--- src/rtl/core/pvd_pkg.sv ---
`default_nettype none
package pvd_pkg;

  localparam int BYTE_W  = 8;
  localparam int VALUE_W = 64;
  localparam int LEN_W   = 4;
  localparam int COUNT_W = 4;
  localparam int LANES   = VALUE_W / BYTE_W;
  localparam int LANE_W  = $clog2(LANES);
  localparam int OUT_DATA_W = ((VALUE_W + LEN_W + 7) / 8) * 8;

  localparam logic [BYTE_W-1:0]  HEAD_TWO_BYTE  = 8'h80;
  localparam logic [BYTE_W-1:0]  HEAD_FOUR_BYTE = 8'hC0;
  localparam logic [BYTE_W-1:0]  HEAD_NINE_BYTE = 8'hFF;
  localparam logic [BYTE_W-1:0]  SIX_BIT_MASK   = 8'h3F;

  localparam logic [COUNT_W-1:0] MAX_TAIL_BYTES = 4'd8;

  localparam logic [LEN_W-1:0]   LEN_ONE  = 4'd1;
  localparam logic [LEN_W-1:0]   LEN_TWO  = 4'd2;
  localparam logic [LEN_W-1:0]   LEN_FOUR = 4'd4;
  localparam logic [LEN_W-1:0]   LEN_NINE = 4'd9;

  // One decoded integer as it leaves the decode step.
  typedef struct packed {
    logic               valid;
    logic [VALUE_W-1:0] value;
    logic [LEN_W-1:0]   length;
  } pvd_result_t;

endpackage
`default_nettype wire

--- src/rtl/core/pvd_in_stage.sv ---
`default_nettype none
module pvd_in_stage
  import pvd_pkg::*;
(
  input  wire logic              clk,
  input  wire logic              rst,
  input  wire logic              s_tvalid,
  output logic                   s_tready,
  input  wire logic [BYTE_W-1:0] s_tdata,
  input  wire logic              take,
  output logic                   byte_valid,
  output logic [BYTE_W-1:0]      byte_data
);

  // The register refills in the same cycle that its byte is consumed.
  assign s_tready = !byte_valid || take;

  always_ff @(posedge clk) begin
    if (rst) begin
      byte_valid <= 1'b0;
    end else if (s_tready) begin
      byte_valid <= s_tvalid;
    end
  end

  always_ff @(posedge clk) begin
    if (s_tvalid && s_tready) begin
      byte_data <= s_tdata;
    end
  end

endmodule
`default_nettype wire

--- src/rtl/core/pvd_step.sv ---
`default_nettype none
module pvd_step
  import pvd_pkg::*;
(
  input  wire logic              clk,
  input  wire logic              rst,
  input  wire logic [BYTE_W-1:0] in_byte,
  input  wire logic              commit,
  output pvd_result_t            result
);

  logic [COUNT_W-1:0] bytes_left, bytes_left_next;
  logic               little_endian_form, little_endian_form_next;
  logic [VALUE_W-1:0] accumulator, accumulator_next;
  logic [LEN_W-1:0]   length_so_far, length_so_far_next;

  logic               at_head;
  logic [LANE_W-1:0]  lane;
  logic [VALUE_W-1:0] merged;
  logic [COUNT_W-1:0] left_dec;
  logic [LEN_W-1:0]   len_inc;

  assign at_head  = (bytes_left == '0) || (bytes_left > MAX_TAIL_BYTES);
  assign lane     = LANE_W'(MAX_TAIL_BYTES - bytes_left);
  assign left_dec = bytes_left - COUNT_W'(1);
  assign len_inc  = length_so_far + LEN_W'(1);

  always_comb begin
    merged = accumulator;
    if (little_endian_form) begin
      for (int i = 0; i < LANES; i++) begin
        if (lane == LANE_W'(i)) begin
          merged[i*BYTE_W +: BYTE_W] = accumulator[i*BYTE_W +: BYTE_W] | in_byte;
        end
      end
    end else begin
      merged = {accumulator[VALUE_W-BYTE_W-1:0], in_byte};
    end
  end

  always_comb begin
    bytes_left_next         = bytes_left;
    little_endian_form_next = little_endian_form;
    accumulator_next        = accumulator;
    length_so_far_next      = length_so_far;
    result.valid            = 1'b0;
    result.value            = merged;
    result.length           = len_inc;
    if (at_head) begin
      bytes_left_next    = '0;
      length_so_far_next = LEN_ONE;
      if (in_byte < HEAD_TWO_BYTE) begin
        length_so_far_next = '0;
        result.valid       = 1'b1;
        result.value       = VALUE_W'(in_byte);
        result.length      = LEN_ONE;
      end else if (in_byte < HEAD_FOUR_BYTE) begin
        accumulator_next        = VALUE_W'(in_byte & SIX_BIT_MASK);
        bytes_left_next         = COUNT_W'(1);
        little_endian_form_next = 1'b0;
      end else if (in_byte < HEAD_NINE_BYTE) begin
        accumulator_next        = VALUE_W'(in_byte & SIX_BIT_MASK);
        bytes_left_next         = COUNT_W'(3);
        little_endian_form_next = 1'b0;
      end else begin
        accumulator_next        = '0;
        bytes_left_next         = MAX_TAIL_BYTES;
        little_endian_form_next = 1'b1;
      end
    end else begin
      bytes_left_next    = left_dec;
      accumulator_next   = merged;
      length_so_far_next = len_inc;
      if (left_dec == '0) begin
        result.valid            = 1'b1;
        accumulator_next        = '0;
        little_endian_form_next = 1'b0;
        length_so_far_next      = '0;
      end
    end
  end

  always_ff @(posedge clk) begin
    if (rst) begin
      bytes_left         <= '0;
      little_endian_form <= 1'b0;
      accumulator        <= '0;
      length_so_far      <= '0;
    end else if (commit) begin
      bytes_left         <= bytes_left_next;
      little_endian_form <= little_endian_form_next;
      accumulator        <= accumulator_next;
      length_so_far      <= length_so_far_next;
    end
  end

endmodule
`default_nettype wire

--- src/rtl/core/pvd_out_stage.sv ---
`default_nettype none
module pvd_out_stage
  import pvd_pkg::*;
(
  input  wire logic                  clk,
  input  wire logic                  rst,
  input  wire pvd_result_t           result,
  input  wire logic                  load,
  output logic                       space,
  output logic                       m_tvalid,
  input  wire logic                  m_tready,
  output logic [OUT_DATA_W-1:0]      m_tdata
);

  assign space = !m_tvalid || m_tready;

  always_ff @(posedge clk) begin
    if (rst) begin
      m_tvalid <= 1'b0;
    end else if (space) begin
      m_tvalid <= load && result.valid;
    end
  end

  always_ff @(posedge clk) begin
    if (space && load && result.valid) begin
      m_tdata <= OUT_DATA_W'({result.length, result.value});
    end
  end

endmodule
`default_nettype wire

--- src/rtl/core/prefix_varint_decoder.sv ---
`default_nettype none
// Decodes a stream of prefix-coded unsigned integers, one byte per item on the slave side,
// and emits one item per completed integer on the master side carrying the value and its
// encoded length (1, 2, 4 or 9 bytes). Heads below 0x80 are the value; 0x80-0xBF and
// 0xC0-0xFE carry six high bits followed by one or three big-endian bytes; 0xFF is followed
// by eight bytes, least significant first. Non-canonical forms decode without a flag.
// The block takes one byte every cycle while the result side keeps up. A byte passes an
// input register and one decode step into the result register. Bytes that do not finish
// an integer never wait on the result side; a finishing byte waits only while the result
// register holds an item that has not been taken.
module prefix_varint_decoder
  import pvd_pkg::*;
(
  input  wire logic                  clk,
  input  wire logic                  rst,
  input  wire logic                  s_tvalid,
  output logic                       s_tready,
  input  wire logic [BYTE_W-1:0]     s_tdata,  // [7:0] in_byte
  output logic                       m_tvalid,
  input  wire logic                  m_tready,
  output logic [OUT_DATA_W-1:0]      m_tdata   // [63:0] decoded_value, [67:64] encoded_length
);

  logic              byte_valid;
  logic [BYTE_W-1:0] byte_data;
  logic              take;
  logic              space;
  pvd_result_t       result;

  assign take = byte_valid && (!result.valid || space);

  pvd_in_stage u_in (
    .clk        (clk),
    .rst        (rst),
    .s_tvalid   (s_tvalid),
    .s_tready   (s_tready),
    .s_tdata    (s_tdata),
    .take       (take),
    .byte_valid (byte_valid),
    .byte_data  (byte_data)
  );

  pvd_step u_step (
    .clk     (clk),
    .rst     (rst),
    .in_byte (byte_data),
    .commit  (take),
    .result  (result)
  );

  pvd_out_stage u_out (
    .clk      (clk),
    .rst      (rst),
    .result   (result),
    .load     (take),
    .space    (space),
    .m_tvalid (m_tvalid),
    .m_tready (m_tready),
    .m_tdata  (m_tdata)
  );

endmodule
`default_nettype wire

--- config.mk ---
export PLATFORM = sky130hd
export DESIGN_NAME = prefix_varint_decoder
export DESIGN_NICKNAME = d
export VERILOG_FILES = /design/src/rtl/core/pvd_pkg.sv /design/src/rtl/core/pvd_in_stage.sv /design/src/rtl/core/pvd_step.sv /design/src/rtl/core/pvd_out_stage.sv /design/src/rtl/core/prefix_varint_decoder.sv
export SDC_FILE = /design/constraint.sdc
export NUM_CORES = 1
export LEC_CHECK = 0
export ABC_CLOCK_PERIOD_IN_PS = 5900
export BUFFER_PORTS_ARGS = -buffer_cell sky130_fd_sc_hd__buf_2
export CORE_MARGIN = 1
export CORE_UTILIZATION = 57
export DETAILED_ROUTE_END_ITERATION = 7
export PLACE_DENSITY_LB_ADDON = 0.3
export REMOVE_ABC_BUFFERS = 1
export SLEW_MARGIN = 20
export SYNTH_ARGS = -nofsm -noshare
export SYNTH_HDL_FRONTEND = slang
export SYNTH_SLANG_ARGS = --single-unit
--- constraint.sdc ---
create_clock -name clk -period 5.9 [get_ports clk]
set_input_delay 0.885 -clock clk [delete_from_list [all_inputs] [get_ports clk]]
set_output_delay 0.885 -clock clk [all_outputs]
set_load 0.1 [all_outputs]
Yosys cells after proc, flatten, opt, wreduce, memory -nomap -nowiden
Index checks and enable logic that the tools add are counted.
- RAM bits: 0
- memory bits (read-only): 0
- output and inout bits: 74
- bits in registers: 151
- latch bits: 0
- memories kept: 0
- input bits: 12
- bitwise logic cells: 8
- shift-type cells: 0
- $add $sub $neg: 3
- multipliers: 0
- div/mod/pow operators: 0
- multiplexer cells: 30
- equal/unequal tests: 8
- order comparisons: 4
- reductions and logical operators: 18
- operator list (kind ; count):
    two-way mux 64 bit ; 4
    two-way mux 69 bit ; 1
    two-way mux 68 bit ; 1
    two-way mux 8 bit ; 8
    OR 8 bit ; 8
    < comparator 8 bit (second input constant) ; 3
    two-way mux 4 bit ; 6
    == test 3 bit (second input constant) ; 4
    two-way mux 6 bit ; 2
    logical NOT 4 bit ; 2
    two-way mux 1 bit ; 8
    == test 3 x 2 -> 1 bit (second input constant) ; 2
    logical AND 1 bit ; 5
    adder 4 x 1 -> 4 bit (second input constant) ; 1
    greater-than comparator 4 bit (second input constant) ; 1
    logical OR 1 bit ; 4
    subtractor 4 x 1 -> 4 bit (second input constant) ; 1
    == test 3 x 1 -> 1 bit (second input constant) ; 1
    logical NOT 1 bit ; 3
    logical NOT 3 bit ; 1
    AND reduction 3 bit ; 1
    subtractor 1 x 3 -> 3 bit (first input constant) ; 1
    != test 2 bit (second input constant) ; 1
    AND reduction 2 bit ; 1
    nonzero test 2 bit ; 1

Depth between registers and ports, before layout
- depth in word-level cells: 11
- gate-level depth with buffers: 12
- mapped depth without buffers: 7

Hierarchy
From an unflattened synthesis, not the netlist that was laid out.
- cells, all modules: 709
- area total of the unflattened synthesis: 7229.4 sq um
- modules (own cells, without submodules) (module ; cells an instance ; area each (sq um) ; instances):
    pvd_step ; 616 ; 4784.6 ; 1
    pvd_out_stage ; 78 ; 2138.3 ; 1
    pvd_in_stage ; 13 ; 295.3 ; 1
    prefix_varint_decoder ; 2 ; 11.3 ; 1

Worst setup path after synthesis
Ideal clock, no wire load.
- path kind: register to register
- from: reg u_step.bytes_left[0]
- to: reg u_out.m_tdata[0] (enable)
- library setup time: 0.494 ns
- stages on the path, launching flop included: 9
- arrival: 4.476 ns
- path buffers: 2
- path slack: 0.930 ns
- cells stage by stage: dfxtp_1 -> inv_1 -> ha_1 -> buf_4 -> nor2_1 -> a21boi_2 -> o31ai_1 -> buf_2 -> nor2_1
- longest elaborated chain between the ends: 9
- elaborated cells between the ends (all ways): 12
- those cells by class: 1 x add/sub; 1 x order compare; 2 x mux; 8 x reduce/logical
- RTL lines (element ; line ; RTL):
    from (decl) ; pvd_step.sv:12 ; logic [COUNT_W-1:0] bytes_left, bytes_left_next;
    from (signal assigned) ; pvd_step.sv:90 ; bytes_left <= bytes_left_next;
    subtractor 4 x 1 -> 4 bit ; pvd_step.sv:25 ; assign left_dec = bytes_left - COUNT_W'(1);
    logical NOT 4 bit ; pvd_step.sv:74 ; if (left_dec == '0) begin
    two-way mux 1 bit ; pvd_step.sv:74 ;
    two-way mux 1 bit (*) ; pvd_step.sv:49 ; if (at_head) begin
    logical NOT 1 bit ; prefix_varint_decoder.sv:30 ; assign take = byte_valid && (!result.valid || space);
    logical OR 1 bit ; prefix_varint_decoder.sv:30 ;
    logical AND 1 bit ; prefix_varint_decoder.sv:30 ;
    logical AND 1 bit ; pvd_out_stage.sv:26 ; if (space && load && result.valid) begin
    logical AND 1 bit (*) ; pvd_out_stage.sv:26 ;
    to (signal assigned) ; pvd_out_stage.sv:27 ; m_tdata <= OUT_DATA_W'({result.length, result.value});
    to (decl) ; pvd_out_stage.sv:12 ; output logic [OUT_DATA_W-1:0] m_tdata
Mark *: on every way between the ends. The rest lies on a longest branch, timed or not.
A chain may end at the register's enable or synchronous reset.

Worst setup path in the final report
- from: reg u_step.bytes_left[1]
- to: out s_tready
- longest elaborated chain between the ends: 8
- elaborated cells between the ends (all ways): 11
- those cells by class: 1 x add/sub; 1 x order compare; 2 x mux; 7 x reduce/logical
- RTL lines (element ; line ; RTL):
    subtractor 4 x 1 -> 4 bit ; pvd_step.sv:25 ;
    logical NOT 4 bit ; pvd_step.sv:74 ;
    two-way mux 1 bit ; pvd_step.sv:74 ;
    two-way mux 1 bit (*) ; pvd_step.sv:49 ;
    logical NOT 1 bit (*) ; prefix_varint_decoder.sv:30 ;
    logical OR 1 bit (*) ; prefix_varint_decoder.sv:30 ;
    logical AND 1 bit (*) ; prefix_varint_decoder.sv:30 ;
    logical OR 1 bit (*) ; pvd_in_stage.sv:16 ; assign s_tready = !byte_valid || take;
    to (decl) ; prefix_varint_decoder.sv:17 ; output logic s_tready,
Marks and branches as above.

==> summary.txt <==
Die
  – Core area: 11000 um2
  – Boundary pin count: 86
  – Initial Utilization: 0.594
  – Die height: 109 um
  – Row cnt: 38
  – Die X: 109 um
  – Die area: 11900 um2

STA
  – Final Hold Viols: 0
  – RSZ-0062 raised after global routing: false
  – Clock Skews: 8.08 ps
  – Final setup vio count: 0
  – Slew @ Worst Pin: 1000 ps
  – Tmin final: 4260 ps
  – Final TNS setup: 0 ps
  – Max Transition Viols Final: 0
  – Slack of the critical path: 1640 ps
  – Achievable Freq: 0.235 GHz
  – Crit share post-route: 0.723
  – Slew Limit Headroom: 0.329

Drt
  – Pre-antenna DRT Iters: 5
  – DR WL/cell: 18.8 um
  – Via density: 6.35
  – Post-DRT Antenna Nets: 0
  – DRT iter0 DRCs: 437
  – Aggregate routed wire length: 15000 um
  – Vias: 5061
  – Post-route DRC: 0

Synth
  – #FFs+latches synth: 151
  – Post-synth top flop: edfxtp_1
  – Yosys warns: 0
  – Synth Cell Area: 6520 um2
  – Asr flop ratio synth: 0
  – Register area share after synthesis: 0.580
  – Post-synth EDFFs: 76
  – Unique masters post-synth: 47
  – Synth Instances: 599
  – Syn_area_per_cell: 10.9 um2

Clock tree
  – Clk_lat worst skew: 420 ps
  – Reg clk slew, reported paths: 60 ps
  – # Post-CTS Setup Buffers: 0
  – Inserted Clock Buffers: 17
  – CTS root buf: clkbuf_16
  – CTS tree: done
  – H-tree depth: 4
  – # resized after CTS: 0
  – CTS Buffer Depth: 2
  – # hold bufs at CTS: 0
  – Clock Sinks: 151

Final layout
  – # fillers: 818
  – Layout cell share with drive strength beyond 1: 0.190
  – Multi-input gate area: 2410 um2
  – Layout Utilization: 0.681
  – Design Area, Final: 7480 um2
  – Area taken by flip-flops and latches: 3790 um2
  – P&R area growth vs syn: 14.8%
  – Antenna diode count: 0
  – Layout Nets: 663

Hold path
  – Worst min path class: reg -> reg

Placed design
  – Number of buffers added on ports: 81
  – Pre-CTS WS: 2020 ps
  – Placed cell areas: 6830 um2
  – Final Wtd Congestion: 0.870
  – DP HPWL: 8800 um

Worst setup path
  – Critical-path cell list: inv_1 -> ha_1 -> nor2b_1 -> xor2_1 -> nand2_1 -> nand4_1 -> buf_2
  – WP data required: 5020 ps
  – Crit path DAT: 3380 ps
  – WP buf/inv: 2
  – Crit path capture type: output pin
  – Slowest CP cell: xor2_1
  – Crit-path leading delay family: simple AND/OR/NAND/NOR gates
  – Critical Path Max Stage Delay: 730 ps
  – Startpoint Class: flip-flop
  – CP Class: reg -> out
  – CP max FO: 10

Global routing
  – Largest net degree at the start of global routing: 131
  – Number of global-route vias before repair: 4732
  – GRT Overall Usage: 0.268
  – First-pass GRT wire length: 23800 um
  – Initial antenna violation count: 0
  – Total grt overflow: 0

Pwr
  – Static Leak: 2.80 nW
  – Power Total: 2.57 mW
  – Power per standard cell area: 344 nW/um2
  – Worst VDD drop: 0.257 mV

Outcome
  – Status: finished clean

Job
  – Maxcap violations: 0
-- logic make-up after synthesis --
family / count (synthesis) / share of synthesized area
buffers and inverters: 70 / 0.0545
DFF: 151 / 0.580
other: 1 / 0.000575
adders and majority gates: 7 / 0.0134
and+or+nand+nor: 85 / 0.0660
AOI/OAI and AO/OA: 271 / 0.263
muxes: 9 / 0.0157
xor gates and xnor gates: 5 / 0.00672
-- flip-flops by register name, indices dropped and copies added (netlist names) --
| register | cells |
|---|---|
| u_step.length_so_far | 4 |
| u_step.bytes_left | 4 |
| u_step.little_endian_form | 1 |
| u_step.accumulator | 64 |
| u_in.byte_data | 8 |
| u_in.byte_valid | 1 |
| u_out.m_tvalid | 1 |
| u_out.m_tdata | 68 |
-- per-stage QoR --
stage                     hold slack, ps  instances
final                                479        797
after global routing                 505        797
after CTS                            480        795
after detailed placement             464        763
after global placement               456        763
after floorplan                      443        538
-- where the power goes --
group	total (mW)	leakage [nW]	internal [mW]	switching (mW)
Sequential	1.15	1.36	1.13	0.0247
Clock	1.12	0.288	0.704	0.418
Combinational	0.298	1.15	0.0577	0.240
Total	2.57	2.80	1.89	0.683
-- metal layers --
layer / vias up / track usage / wire (um) / share of wire
met3: 38 / 0.0687 / 1210 / 0.081
met1: 2433 / 0.356 / 6200 / 0.41
met2: 251 / 0.404 / 7110 / 0.47
met5: - / 0 / 0 / 0
li1: 2339 / - / - / -
met4: 0 / 0.136 / 466 / 0.031
-- cell usage in the layout, fill, tap and decap left out, types with 2 or more instances in the layout --
cell type,instances
a22o_1,60
buf_2,81
and2_1,8
bufinv_16,4
nor2b_1,8
clkinvlp_4,3
ha_1,7
a211oi_1,7
and3_1,2
clkinv_1,2
edfxtp_1,76
xor2_1,2
xnor2_1,3
or2_2,2
nand3_1,9
nor2_1,24
clkbuf_1,2
clkbuf_16,17
a32o_1,10
dfxtp_1,74
nand4_1,4
o31ai_2,2
mux2i_1,8
nor3_1,3
a311oi_1,6
a21oi_1,112
o21ai_0,65
buf_4,4
nand2_1,16
and4_1,2
conb_1,4
inv_1,6
nor2_4,2
clkinv_2,2
-- layout make-up --
| class | instances | area share |
|---|---|---|
| clock buffer | 19 | 0.0578 |
| clock inverter | 13 | 0.0237 |
| inverter | 6 | 0.00301 |
| multi-input combinational | 381 | 0.321 |
| sequential | 151 | 0.506 |
| tap | 140 | 0.0234 |
| timing repair buffer | 87 | 0.0645 |
-- synthesized netlist by cell type (7+ instances only) --
library cell	n	area (um2)
a21oi_1	112	561
edfxtp_1	76	2280
dfxtp_1	75	1500
o21ai_0	65	325
a22o_1	60	526
clkbuf_1	33	124
nor2_1	25	93.8
nand2_1	16	60.1
buf_2	14	70.1
a32o_1	10	100
nand3_1	9	45.0
and2_1	8	50.1
buf_4	8	60.1
mux2i_1	8	80.1
nor2b_1	8	50.1
a211oi_1	7	52.6
ha_1	7	87.6
-- final timing paths --
check / to / slack (ps) / cells after the start / from
max: s_tready / 1640 / 7 / u_step.bytes_left[1]
min: u_step.accumulator[60] / 480 / 1 / u_step.accumulator[60]
max reg2reg: u_step.accumulator[54] / 1920 / 9 / u_step.bytes_left[1]
min reg2reg: u_step.accumulator[60] / 480 / 1 / u_step.accumulator[60]
(Power assumes the default switching activity.)
